==> src/hdl/bmhq_pkg.sv <==
// ----------------------------------------------------------------------------
// bmhq_pkg
// Shared sizes, codes and item types for the binary max-heap queue.
// ----------------------------------------------------------------------------
package bmhq_pkg;

   localparam int CAPACITY  = 64;
   localparam int KEY_WIDTH = 32;

   // store addressing and fill count
   localparam int ADDR_W = $clog2(CAPACITY);
   localparam int CNT_W  = $clog2(CAPACITY + 1);
   // child index 2*pos+2 before range checking
   localparam int IDX_W  = ADDR_W + 2;

   // item field widths
   localparam int KEY_FIELD_W   = 32;
   localparam int STATUS_W      = 2;
   localparam int ENTRY_COUNT_W = 7;

   localparam logic MODE_PUSH    = 1'b0;
   localparam logic MODE_EXTRACT = 1'b1;

   localparam logic [STATUS_W-1:0] STATUS_OK    = 2'd0;
   localparam logic [STATUS_W-1:0] STATUS_EMPTY = 2'd1;
   localparam logic [STATUS_W-1:0] STATUS_FULL  = 2'd2;

   typedef logic [KEY_WIDTH-1:0] key_type;

   typedef struct packed {
      logic                   mode;
      logic [KEY_FIELD_W-1:0] key_in;
   } req_item_type;

   typedef struct packed {
      logic [KEY_FIELD_W-1:0]   extracted_key;
      logic [STATUS_W-1:0]      status;
      logic [ENTRY_COUNT_W-1:0] entry_count;
      logic [KEY_FIELD_W-1:0]   top_key;
      logic                     top_valid;
   } rsp_item_type;

endpackage

==> src/hdl/bmhq_if.sv <==
// ----------------------------------------------------------------------------
// bmhq_if
// Valid/ready channels for request and response items.
// ----------------------------------------------------------------------------
interface bmhq_req_if import bmhq_pkg::*; ();
   logic         valid;
   logic         ready;
   req_item_type item;

   modport source (output valid, output item, input ready);
   modport sink   (input valid, input item, output ready);
endinterface

interface bmhq_rsp_if import bmhq_pkg::*; ();
   logic         valid;
   logic         ready;
   rsp_item_type item;

   modport source (output valid, output item, input ready);
   modport sink   (input valid, input item, output ready);
endinterface

==> src/hdl/bmhq_ram.sv <==
// ----------------------------------------------------------------------------
// bmhq_ram
// Generic RAM: one write port, two registered read ports.
// ----------------------------------------------------------------------------
module bmhq_ram #(
   parameter int DEPTH = 64,
   parameter int WIDTH = 32
) (
   input  logic                     clock,
   input  logic                     wr_en,
   input  logic [$clog2(DEPTH)-1:0] wr_addr,
   input  logic [WIDTH-1:0]         wr_data,
   input  logic [$clog2(DEPTH)-1:0] rd_addr_a,
   output logic [WIDTH-1:0]         rd_data_a,
   input  logic [$clog2(DEPTH)-1:0] rd_addr_b,
   output logic [WIDTH-1:0]         rd_data_b
);

   logic [WIDTH-1:0] mem [DEPTH];

   always_ff @(posedge clock) begin
      if (wr_en) begin
         mem[wr_addr] <= wr_data;
      end
      rd_data_a <= mem[rd_addr_a];
      rd_data_b <= mem[rd_addr_b];
   end

endmodule

==> src/hdl/binary_max_heap_queue.sv <==
// ----------------------------------------------------------------------------
// binary_max_heap_queue
// Max-priority queue of up to CAPACITY keys kept as a binary heap in RAM.
//
// Channels: req_ch carries one item per operation (mode 0 pushes key_in,
// mode 1 extracts the maximum). rsp_ch returns one item per request with
// the removed key, a status code, the count held and the current top key.
// Sequence: a push reads the parent of the new slot on accept, then S_UP
// drops each smaller parent into the hole and moves the hole up until the
// key is placed. An extract reads the last entry on accept, S_LOAD makes it
// the value sinking from the root, and S_DOWN moves the larger child up
// until that value is placed. Full-heap pushes, empty-heap extracts and
// the extract of the last key go straight to S_FIN. At each level the
// sequencer compares the registered RAM read and, in the same cycle,
// writes one entry and launches the reads for the next level.
// Flow: one item at a time; req_ch.ready is high only while idle.
// Reset clears the state, fill count and output valid; the store needs no
// clearing since only entries below the count are ever used. If rsp_ch
// stalls, the finished result holds in the output register and the next
// request is still taken; its own result waits until the register frees up.
// ----------------------------------------------------------------------------
module binary_max_heap_queue import bmhq_pkg::*; (
   input logic          clock,
   input logic          reset,
   bmhq_req_if.sink     req_ch,
   bmhq_rsp_if.source   rsp_ch
);

   localparam logic [2:0] S_IDLE = 3'd0;
   localparam logic [2:0] S_UP   = 3'd1;
   localparam logic [2:0] S_LOAD = 3'd2;
   localparam logic [2:0] S_DOWN = 3'd3;
   localparam logic [2:0] S_FIN  = 3'd4;

   logic [2:0]          state_ff, state_in;
   logic [CNT_W-1:0]    count_ff, count_in;
   logic [ADDR_W-1:0]   pos_ff, pos_in;
   key_type             key_ff, key_in;
   key_type             top_ff, top_in;
   key_type             taken_ff, taken_in;
   logic [STATUS_W-1:0] status_ff, status_in;
   logic                rsp_valid_ff, rsp_valid_in;
   rsp_item_type        rsp_item_ff, rsp_item_in;

   logic                we;
   logic [ADDR_W-1:0]   waddr, ra_a, ra_b;
   key_type             wdata, rd_a, rd_b;

   logic                accept;
   logic [ADDR_W-1:0]   parent, grand;
   logic [IDX_W-1:0]    lc, rc;
   logic                l_take, r_take;
   key_type             best_val;
   logic [IDX_W-1:0]    best_idx;
   logic [IDX_W-1:0]    blc;
   logic [CNT_W-1:0]    n_after;
   logic                out_free;

   bmhq_ram #(.DEPTH(CAPACITY), .WIDTH(KEY_WIDTH)) u_ram (
      .clock     (clock),
      .wr_en     (we),
      .wr_addr   (waddr),
      .wr_data   (wdata),
      .rd_addr_a (ra_a),
      .rd_data_a (rd_a),
      .rd_addr_b (ra_b),
      .rd_data_b (rd_b)
   );

   assign req_ch.ready = (state_ff == S_IDLE);
   assign accept       = req_ch.valid && req_ch.ready;
   assign rsp_ch.valid = rsp_valid_ff;
   assign rsp_ch.item  = rsp_item_ff;
   assign out_free     = !rsp_valid_ff || rsp_ch.ready;

   // sift-up addressing
   assign parent = ADDR_W'((pos_ff - ADDR_W'(1)) >> 1);
   assign grand  = ADDR_W'((parent - ADDR_W'(1)) >> 1);

   // sift-down: pick the larger child, ties go left
   assign lc       = IDX_W'({pos_ff, 1'b1});
   assign rc       = lc + IDX_W'(1);
   assign l_take   = (lc < IDX_W'(count_ff)) && (rd_a > key_ff);
   assign best_val = l_take ? rd_a : key_ff;
   assign r_take   = (rc < IDX_W'(count_ff)) && (rd_b > best_val);
   assign best_idx = r_take ? rc : lc;
   assign blc      = IDX_W'({best_idx[ADDR_W-1:0], 1'b1});
   assign n_after  = count_ff - CNT_W'(1);

   always_comb begin
      state_in     = state_ff;
      count_in     = count_ff;
      pos_in       = pos_ff;
      key_in       = key_ff;
      taken_in     = taken_ff;
      status_in    = status_ff;
      rsp_valid_in = rsp_valid_ff && !rsp_ch.ready;
      rsp_item_in  = rsp_item_ff;
      we           = 1'b0;
      waddr        = pos_ff;
      wdata        = key_ff;
      ra_a         = '0;
      ra_b         = '0;

      case (state_ff)
         S_IDLE: begin
            if (accept) begin
               taken_in  = '0;
               status_in = STATUS_OK;
               if (req_ch.item.mode == MODE_PUSH) begin
                  if (count_ff == CNT_W'(CAPACITY)) begin
                     status_in = STATUS_FULL;
                     state_in  = S_FIN;
                  end else begin
                     key_in   = KEY_WIDTH'(req_ch.item.key_in);
                     pos_in   = count_ff[ADDR_W-1:0];
                     count_in = count_ff + CNT_W'(1);
                     ra_a     = ADDR_W'((count_ff[ADDR_W-1:0] - ADDR_W'(1)) >> 1);
                     state_in = S_UP;
                  end
               end else begin
                  if (count_ff == '0) begin
                     status_in = STATUS_EMPTY;
                     state_in  = S_FIN;
                  end else begin
                     taken_in = top_ff;
                     count_in = n_after;
                     ra_a     = n_after[ADDR_W-1:0];
                     state_in = (n_after == '0) ? S_FIN : S_LOAD;
                  end
               end
            end
         end
         S_UP: begin
            we = 1'b1;
            if (pos_ff != '0 && key_ff > rd_a) begin
               // parent drops into the hole, hole moves up
               wdata  = rd_a;
               pos_in = parent;
               ra_a   = grand;
            end else begin
               wdata    = key_ff;
               state_in = S_FIN;
            end
         end
         S_LOAD: begin
            // last entry becomes the value sinking from the root
            key_in   = rd_a;
            pos_in   = '0;
            ra_a     = ADDR_W'(1);
            ra_b     = ADDR_W'(2);
            state_in = S_DOWN;
         end
         S_DOWN: begin
            we = 1'b1;
            if (l_take || r_take) begin
               wdata  = best_val;
               if (r_take) begin
                  wdata = rd_b;
               end
               pos_in = best_idx[ADDR_W-1:0];
               ra_a   = blc[ADDR_W-1:0];
               ra_b   = ADDR_W'(blc + IDX_W'(1));
            end else begin
               wdata    = key_ff;
               state_in = S_FIN;
            end
         end
         S_FIN: begin
            if (out_free) begin
               rsp_valid_in              = 1'b1;
               rsp_item_in.extracted_key = KEY_FIELD_W'(taken_ff);
               rsp_item_in.status        = status_ff;
               rsp_item_in.entry_count   = ENTRY_COUNT_W'(count_ff);
               rsp_item_in.top_valid     = (count_ff != '0);
               rsp_item_in.top_key       = (count_ff != '0) ? KEY_FIELD_W'(top_ff) : '0;
               state_in                  = S_IDLE;
            end
         end
         default: begin
            state_in = S_IDLE;
         end
      endcase
   end

   // root copy tracks every write to entry zero
   assign top_in = (we && waddr == '0) ? wdata : top_ff;

   always_ff @(posedge clock) begin
      if (reset) begin
         state_ff     <= S_IDLE;
         count_ff     <= '0;
         rsp_valid_ff <= 1'b0;
      end else begin
         state_ff     <= state_in;
         count_ff     <= count_in;
         rsp_valid_ff <= rsp_valid_in;
      end
      pos_ff      <= pos_in;
      key_ff      <= key_in;
      top_ff      <= top_in;
      taken_ff    <= taken_in;
      status_ff   <= status_in;
      rsp_item_ff <= rsp_item_in;
   end

   a_count_bound: assert property (@(posedge clock) disable iff (reset)
      count_ff <= CNT_W'(CAPACITY))
      else $error("fill count above capacity");

   a_write_in_heap: assert property (@(posedge clock) disable iff (reset)
      we |-> (CNT_W'(waddr) < count_ff))
      else $error("store write outside the filled region");

   a_push_grows: assert property (@(posedge clock) disable iff (reset)
      (accept && req_ch.item.mode == MODE_PUSH && count_ff != CNT_W'(CAPACITY))
      |=> (count_ff == $past(count_ff) + CNT_W'(1)))
      else $error("push did not grow the heap by one");

   a_result_only_from_fin: assert property (@(posedge clock) disable iff (reset)
      $rose(rsp_valid_ff) |-> ($past(state_ff) == S_FIN))
      else $error("result issued outside the finish step");

endmodule

==> src/flat_wrapper.sv <==
// flat-port wrapper written by rule: the top's interface ports become plain ports
module binary_max_heap_queue_flat import bmhq_pkg::*;
  (clock, reset, req_ch_valid, req_ch_item, req_ch_ready, rsp_ch_valid, rsp_ch_item, rsp_ch_ready);
  bmhq_req_if req_ch_i ();
  bmhq_rsp_if rsp_ch_i ();
  input logic clock;
  input logic reset;
  input wire logic [$bits(req_ch_i.valid)-1:0] req_ch_valid;
  input wire logic [$bits(req_ch_i.item)-1:0] req_ch_item;
  output wire logic [$bits(req_ch_i.ready)-1:0] req_ch_ready;
  output wire logic [$bits(rsp_ch_i.valid)-1:0] rsp_ch_valid;
  output wire logic [$bits(rsp_ch_i.item)-1:0] rsp_ch_item;
  input wire logic [$bits(rsp_ch_i.ready)-1:0] rsp_ch_ready;
  assign req_ch_i.valid = req_ch_valid;
  assign req_ch_i.item = req_ch_item;
  assign req_ch_ready = req_ch_i.ready;
  assign rsp_ch_valid = rsp_ch_i.valid;
  assign rsp_ch_item = rsp_ch_i.item;
  assign rsp_ch_i.ready = rsp_ch_ready;
  binary_max_heap_queue u_core (.clock(clock), .reset(reset), .req_ch(req_ch_i), .rsp_ch(rsp_ch_i));
endmodule
==> config.mk <==
export PLATFORM = sky130hd
export DESIGN_NAME = binary_max_heap_queue_flat
export DESIGN_NICKNAME = d
export VERILOG_FILES = /design/src/hdl/bmhq_pkg.sv /design/src/hdl/bmhq_if.sv /design/src/hdl/bmhq_ram.sv /design/src/hdl/binary_max_heap_queue.sv /design/src/flat_wrapper.sv
export SDC_FILE = /design/constraint.sdc
export NUM_CORES = 2
export LEC_CHECK = 0
export BUFFER_PORTS_ARGS = -buffer_cell sky130_fd_sc_hd__buf_4
export CORE_MARGIN = 2
export CORE_UTILIZATION = 46
export CTS_CLUSTER_SIZE = 24
export DETAILED_ROUTE_END_ITERATION = 10
export SYNTH_ARGS = -nofsm -noshare
export SYNTH_HDL_FRONTEND = slang
export SYNTH_SLANG_ARGS = --single-unit
==> constraint.sdc <==
create_clock -name clock -period 9.7 [get_ports clock]
set_input_delay 1.455 -clock clock [delete_from_list [all_inputs] [get_ports clock]]
set_output_delay 1.455 -clock clock [all_outputs]
set_load 0.1 [all_outputs]
# After elaboration in Yosys (flattened, before gate mapping)
# Memories as Yosys holds them, arrays and structs flattened. A register that Yosys moved wholly into a read port is not among the register bits.
# Index checks and enable logic that the tools add are counted.
# Widths: inputs -> output; s select.
[classes]
add_sub_neg = 7
n_lt_le_gt_ge = 5
eq_ne = 15
muxes = 45
bitwise = 1
n_reduce_logical = 26
[op_table]
columns = ["operator", "n"]
rows = [
  ["$mux 32", 7],
  ["$pmux 32 s2", 2],
  ["$gt 32x32->1", 3],
  ["$mux 6", 11],
  ["$pmux 6 s4", 2],
  ["$mux 3", 8],
  ["$mux 7", 3],
  ["$pmux 3 s5", 1],
  ["$logic_not 7->1", 2],
  ["$ne 2x2->1 const B", 7],
  ["$pmux 6 s2", 1],
  ["$reduce_and 4->1", 3],
  ["$sub 6x1->6 const B", 2],
  ["$mux 5", 2],
  ["$add 7x1->8 const B", 1],
  ["$lt 8x7->1", 1],
  ["$add 7x1->7 const B", 1],
  ["$eq 7x7->1 const B", 1],
  ["$lt 7x7->1", 1],
  ["$reduce_bool 7->1", 1],
  ["$sub 7x1->7 const B", 1],
  ["$add 6x1->6 const B", 1],
  ["$eq 3x2->1 const B", 2],
  ["$logic_and 1x1->1", 6],
  ["17 further kinds", 29],
]
[totals]
register_bits = 189
ramBits = 2048
inputBits = 37
output_inout_bits = 76
elab_cells = 113
mem_count = 1
[memory_table]
columns = ["name", "depth", "word_bits", "rd", "rd_ports_with_merged_regs", "wr", "line_no", "rtl"]
rows = [
  ["u_core.u_ram.mem", 64, 32, 2, 2, 1, "bmhq_ram.sv:19", "logic [WIDTH-1:0] mem [DEPTH];"],
]

# Depth between registers and ports, before layout
[logic_depth]
ltp_word = 9
depth_mapped = 34
ltp_nobuf = 24

# By module
# A second synthesis with hierarchy kept.
[hier_totals]
cells_unflattened = 5328
area_unflattened_um2 = 106390.8
[by_module_without_submodules]
columns = ["mod", "n_inst", "cells_per_inst", "area_per_inst_um2", "seq_area_each_um2"]
rows = [
  ["bmhq_ram", 1, 4412, 95660.5, 62780.2],
  ["binary_max_heap_queue", 1, 916, 10730.3, 5565.3],
]

# Worst setup path after synthesis
# No wires, ideal clock.
[synth_timing]
kind = "register to register"
from = "register u_core.key_ff[14]"
to = "register u_core.top_ff[11], data pin"
arrival_time_ns = 7.498
required_time_ns = 8.991
slack_ns = 1.492
stages_incl_launch_ff = 24
n_path_buf = 5
synth_period_minus_slack_ns = 8.208
path_cell_list = "edfxtp_1 > ha_1 > nand4_1 > nor3_1 > a21boi_1 > o31a_1 > or3_1 > buf_2 > buf_1 > mux2i_1 > ha_1 > nand4_1 > nor2_1 > a221o_1 > o31ai_2 > a21oi_4 > inv_2 > buf_6 > clkbuf_1 > buf_1 > nor2_1 > a211oi_1 > a21oi_1 > o21ai_0"
[synth_via]
elab_chain_len = 8
elab_cells_between_ends = 12
cone_classes = "order compare (3); mux (5); reduce/logical (4)"
[synth_lines]
columns = ["item", "line_no", "rtl"]
rows = [
  ["from (decl)", "binary_max_heap_queue.sv:38", "key_type key_ff, key_in;"],
  ["from (signal assigned)", "binary_max_heap_queue.sv:200", "key_ff <= key_in;"],
  ["$gt 32x32->1", "binary_max_heap_queue.sv:83", "assign l_take = (lc < IDX_W'(count_ff)) && (rd_a > key_ff);"],
  ["$logic_and 1x1->1", "binary_max_heap_queue.sv:83", ""],
  ["$mux 32", "binary_max_heap_queue.sv:84", "assign best_val = l_take ? rd_a : key_ff;"],
  ["$gt 32x32->1", "binary_max_heap_queue.sv:85", "assign r_take = (rc < IDX_W'(count_ff)) && (rd_b > best_val);"],
  ["$logic_and 1x1->1", "binary_max_heap_queue.sv:85", ""],
  ["$mux 32 / $logic_or 1x1->1 (equally long branches)", "binary_max_heap_queue.sv:158, binary_max_heap_queue.sv:156", ""],
  ["$mux 32", "binary_max_heap_queue.sv:156", "if (l_take || r_take) begin"],
  ["$pmux 32 s2 (*)", "binary_max_heap_queue.sv:105", "case (state_ff)"],
  ["via u_core.u_ram.wr_data[11]", "bmhq_ram.sv:12", "input logic [WIDTH-1:0] wr_data,"],
  ["to (signal assigned)", "binary_max_heap_queue.sv:201", "top_ff <= top_in;"],
  ["to (decl)", "binary_max_heap_queue.sv:39", "key_type top_ff, top_in;"],
]
# The timed path passes the listed nets; every way through them passes the cells marked *.
# A chain may end at the register's enable or synchronous reset.

# Final worst setup path
[layout_timing]
from = "register u_core.u_ram.rd_data_a[14], read port of u_core.u_ram.mem"
to = "register u_core.u_ram.rd_data_a[10], read port of u_core.u_ram.mem"
[layout_via]
elab_chain_len = 8
elab_cells_between_ends = 12
cone_classes = "order compare (3); mux (5); reduce/logical (4)"
[layout_lines]
columns = ["item", "line_no", "rtl"]
rows = [
  ["from (decl)", "bmhq_ram.sv:14", "output logic [WIDTH-1:0] rd_data_a,"],
  ["$gt 32x32->1", "binary_max_heap_queue.sv:83", ""],
  ["$logic_and 1x1->1", "binary_max_heap_queue.sv:83", ""],
  ["$mux 32", "binary_max_heap_queue.sv:84", ""],
  ["$gt 32x32->1", "binary_max_heap_queue.sv:85", ""],
  ["$logic_and 1x1->1", "binary_max_heap_queue.sv:85", ""],
  ["$mux 6 / $logic_or 1x1->1 (equally long branches)", "binary_max_heap_queue.sv:86, binary_max_heap_queue.sv:156", ""],
  ["$mux 6", "binary_max_heap_queue.sv:156", ""],
  ["$pmux 6 s4 (*)", "binary_max_heap_queue.sv:105", ""],
]
# Every way passes the cells marked *; elsewhere a longest branch is shown, timed or not.

==> flow_summary_export.csv <==
group,metric,value,unit
logic_synthesis,synth-edff-count,2226,
critical_path,crit_path_cell_trace,"inv_1 > ha_1 > nand4_1 > nor3_1 > a21boi_1 > o31a_1 > or3_2 > mux2i_1 > ha_1 > nand4_1 > nor4_1 > o31ai_2 > a21oi_4 > inv_2 > ha_1 > nor2_1 > a21boi_2 > nor2_4 > buf_12 > nand2_1 > a311oi_1 > nor3_1 > o2bb2ai_1",
grt,antenna_found_initial,14,
drt,postRouteAntennaNets,0,
timing,holdWs,414,ps
logic_synthesis,async_reset_ff_share,0,%
finish,final_common_cell,"edfxtp_1",
timing,finalSetupViolCount,0,
timing,slew_violations,0,
min_path,hp-start,"u_core.taken_ff[20]$_SDFFCE_PP0P_",
drt,wl_met1,131000,um
drt,wl_met3,39900,um
logic_synthesis,synth.distinct_cells,94,
cts,cts_hold_buf,0,
pwr,ir_drop,0.407,mV
finish,fin_cells,9758,
finish,nets,6817,
placement,place_congestion,0.956,
timing,worstMarginPinSlew,1220,ps
drt,topRoutingLayerUsed,"met5",
cts,root_buffer,"clkbuf_16",
timing,rsz0062_at_grt,"false",
cts,clk_pin_slew_worst_paths,60,ps
cts,htree_levels,4,
cts,cts_setup_buffers,0,
drt,initialDrtViolationCount,9501,
cts,tritoncts,"yes",
min_path,worstHoldPathType,"reg -> reg",
critical_path,worstSetupPathType,"reg -> reg",
grt,grt-ovfl-total,0,
logic_synthesis,synth_area,101000,um^2
timing,hold_viol_final,0,
drt,vias_per_cell,6.61,
timing,relSlewSlack,17.4,%
placement,place_worst_setup_slack,708,ps
logic_synthesis,yosys_warnings,0,
grt,grt_pass1_vias,61900,
critical_path,cp.arrival,9930,ps
logic_synthesis,syn_nets,6639,
timing,min_period,9370,ps
finish,layout-drive-gt1-share,20.0,%
min_path,min_path_cells,0,
critical_path,crit_buf_inv,3,
critical_path,worstPathRequired,10250,ps
grt,grt_pass1_wl,478000,um
drt,wirelength,344000,um
critical_path,worst_path_largest_cell_delay,950,ps
critical_path,r2r_cells,23,
run,maxCapViolCount,0,
critical_path,cp_max_fo,46,
cts,clk-insertion-delay-late,900,ps
finish,fin_area,115000,um^2
pwr,leakagePower,38.6,nW
drt,wire_per_inst,35.3,um
logic_synthesis,synth_area_per_cell,15.5,um^2
timing,setup_tns,0,ps
floorplanning,dieArea,223000,um^2
outcome,outcome,"complete, no violations",
floorplanning,start_util,46.4,%
critical_path,crit_slowest_cell,"nor3_1",
timing,post-route-period-util,96.6,%
drt,wl_met2,152000,um
drt,vias,64500,
placement,dpl_cell_area,107000,um^2
critical_path,cp_num_cells,23,
drt,first_pass_iters,8,
logic_synthesis,ys_ff_latch,2301,
critical_path,rr_startpoint,"u_core.u_ram.rd_data_a[14]$_DFF_P_",
floorplanning,core,218000,um^2
cts,clockBufferDepth,3,
cts,cts_num_sinks,2301,
critical_path,end_kind,"register",
timing,max_freq,107,MHz
placement,dp_hpwl,199000,um
drt,drcViolationCount,0,
floorplanning,io_pins,113,
grt,grt_usage,30.4,%
grt,grt_max_degree,126,
placement,dp.cells,9320,
logic_synthesis,syn_inst,6519,
finish,final_cell_mix,"edfxtp_1 (2,226), nand2_1 (815), mux2i_1 (562)",
critical_path,setup.worst_path.start,"u_core.u_ram.rd_data_a[14]$_DFF_P_",
logic_synthesis,synth.yosys.seq_area_share,67.8,%
cts,cts-buffers-inserted,229,
critical_path,cp-start-kind,"register",
floorplanning,fp.dieW,472,um
logic_synthesis,synth_ff_type,"edfxtp_1",
finish,area_growth,13.8,%
floorplanning,rows,171,
placement,portBuffers,112,
critical_path,cp_common_cell,"ha_1",
floorplanning,dieHeight,472,um
critical_path,crit_family,"simple AND/OR/NAND/NOR gates",
timing,skew,38.5,ps
pwr,powerDensity,365,nW/um^2
timing,fin_ws,328,ps
## layer usage
metal  vias to the layer above  GRT usage (%)
li1                      26300              -
met1                     32900           41.4
met2                      4355           45.4
met3                       839           6.78
met4                         8           16.7
met5                         -              0
## state kept, by name, indices dropped and copies added (netlist names), 2 cells and up
| signal | cells |
|---|---|
| u_core.u_ram.rd_data_a | 32 |
| u_core.count_ff | 7 |
| u_core.taken_ff | 32 |
| u_core.status_ff | 2 |
| u_core.pos_ff | 6 |
| u_core.u_ram.rd_data_b | 32 |
| u_core.top_ff | 32 |
| u_core.u_ram.mem | 2048 |
| u_core.rsp_ch.item | 74 |
| u_core.state_ff | 3 |
| u_core.key_ff | 32 |
## repair_timing
item,4_1_cts,5_1_grt
resized for setup,0,1
endpoints found under the setup margin,0,1
hold endpoints to repair,0,0
## layout make-up
| type | instances | area (um^2) |
|---|---|---|
| inverters | 66 | 248 |
| well taps | 2854 | 3570 |
| clock inverters | 141 | 1480 |
| multi-input cells | 3674 | 31100 |
| clock buffers | 290 | 6130 |
| diodes | 7 | 17.5 |
| repair buffers | 425 | 3850 |
| flip-flops and latches | 2301 | 68300 |
| fillers | 17400 | 103000 |
## logic make-up (layout without fill, tap and decap cells)
family                     Yosys count  in the layout  synth area share (%)
other                                0              7                     0
xor gates and xnor gates            25             25                 0.231
DFF                               2301           2301                  67.8
adders and majority gates           83             83                  1.03
muxes                             1008           1008                  14.3
AOI/OAI and AO/OA                 1048           1048                  7.43
and+or+nand+nor                   1510           1510                  6.72
buffers and inverters              544            922                  2.55
## path summary, 6_finish.rpt
check,to,slack [ps]
max,u_core.u_ram.rd_data_a[10]$_DFF_P_,330
min,u_core.rsp_ch.item[62]$_DFFE_PP_,410
max reg2reg,u_core.u_ram.rd_data_a[10]$_DFF_P_,330
min reg2reg,u_core.rsp_ch.item[62]$_DFFE_PP_,410
## power breakdown
group	internal, mW	switching, mW
Clock	5.14	3.86
Combinational	5.87	13.5
Sequential	12.8	0.592
## Yosys cell counts, types with 44 or more instances
cell type | number | area share [%]
a211o_1 | 45 | 0.39
o22ai_1 | 76 | 0.47
buf_4 | 52 | 0.39
a21oi_1 | 227 | 1.1
clkbuf_1 | 211 | 0.79
mux2_2 | 112 | 1.3
edfxtp_1 | 2226 | 66
nor2_1 | 146 | 0.54
buf_2 | 159 | 0.79
o221ai_1 | 45 | 0.39
nor3_1 | 61 | 0.30
a311oi_1 | 107 | 0.93
a211oi_1 | 167 | 1.2
ha_1 | 83 | 1.0
and3_1 | 133 | 0.82
dfxtp_1 | 75 | 1.5
nand2_1 | 820 | 3.1
o22a_1 | 44 | 0.38
a31oi_1 | 57 | 0.35
mux2i_1 | 562 | 5.6
mux4_2 | 334 | 7.5
o21ai_0 | 73 | 0.36
inv_1 | 64 | 0.24
nand3_1 | 201 | 1.0
## per-stage QoR
stage               power, mW  utilization, %
floorplan                24.7               -
global placement         32.5            49.2
detailed placement       32.6            49.2
CTS                      41.5            52.7
global route             43.1            52.7
finish                   41.8            52.7
## worst register-to-register path, stage by stage (launching register included)
cell and delay, ps:
dfxtp_1 820, inv_1 130, ha_1 350, nand4_1 170, nor3_1 270, a21boi_1 280
o31a_1 290, or3_2 880, mux2i_1 270, ha_1 380, nand4_1 260, nor4_1 420
o31ai_2 150, a21oi_4 460, inv_2 80, ha_1 360, nor2_1 230, a21boi_2 890
nor2_4 150, buf_12 260, nand2_1 180, a311oi_1 130, nor3_1 950, o2bb2ai_1 660
Power figures use the tool's default switching activity.
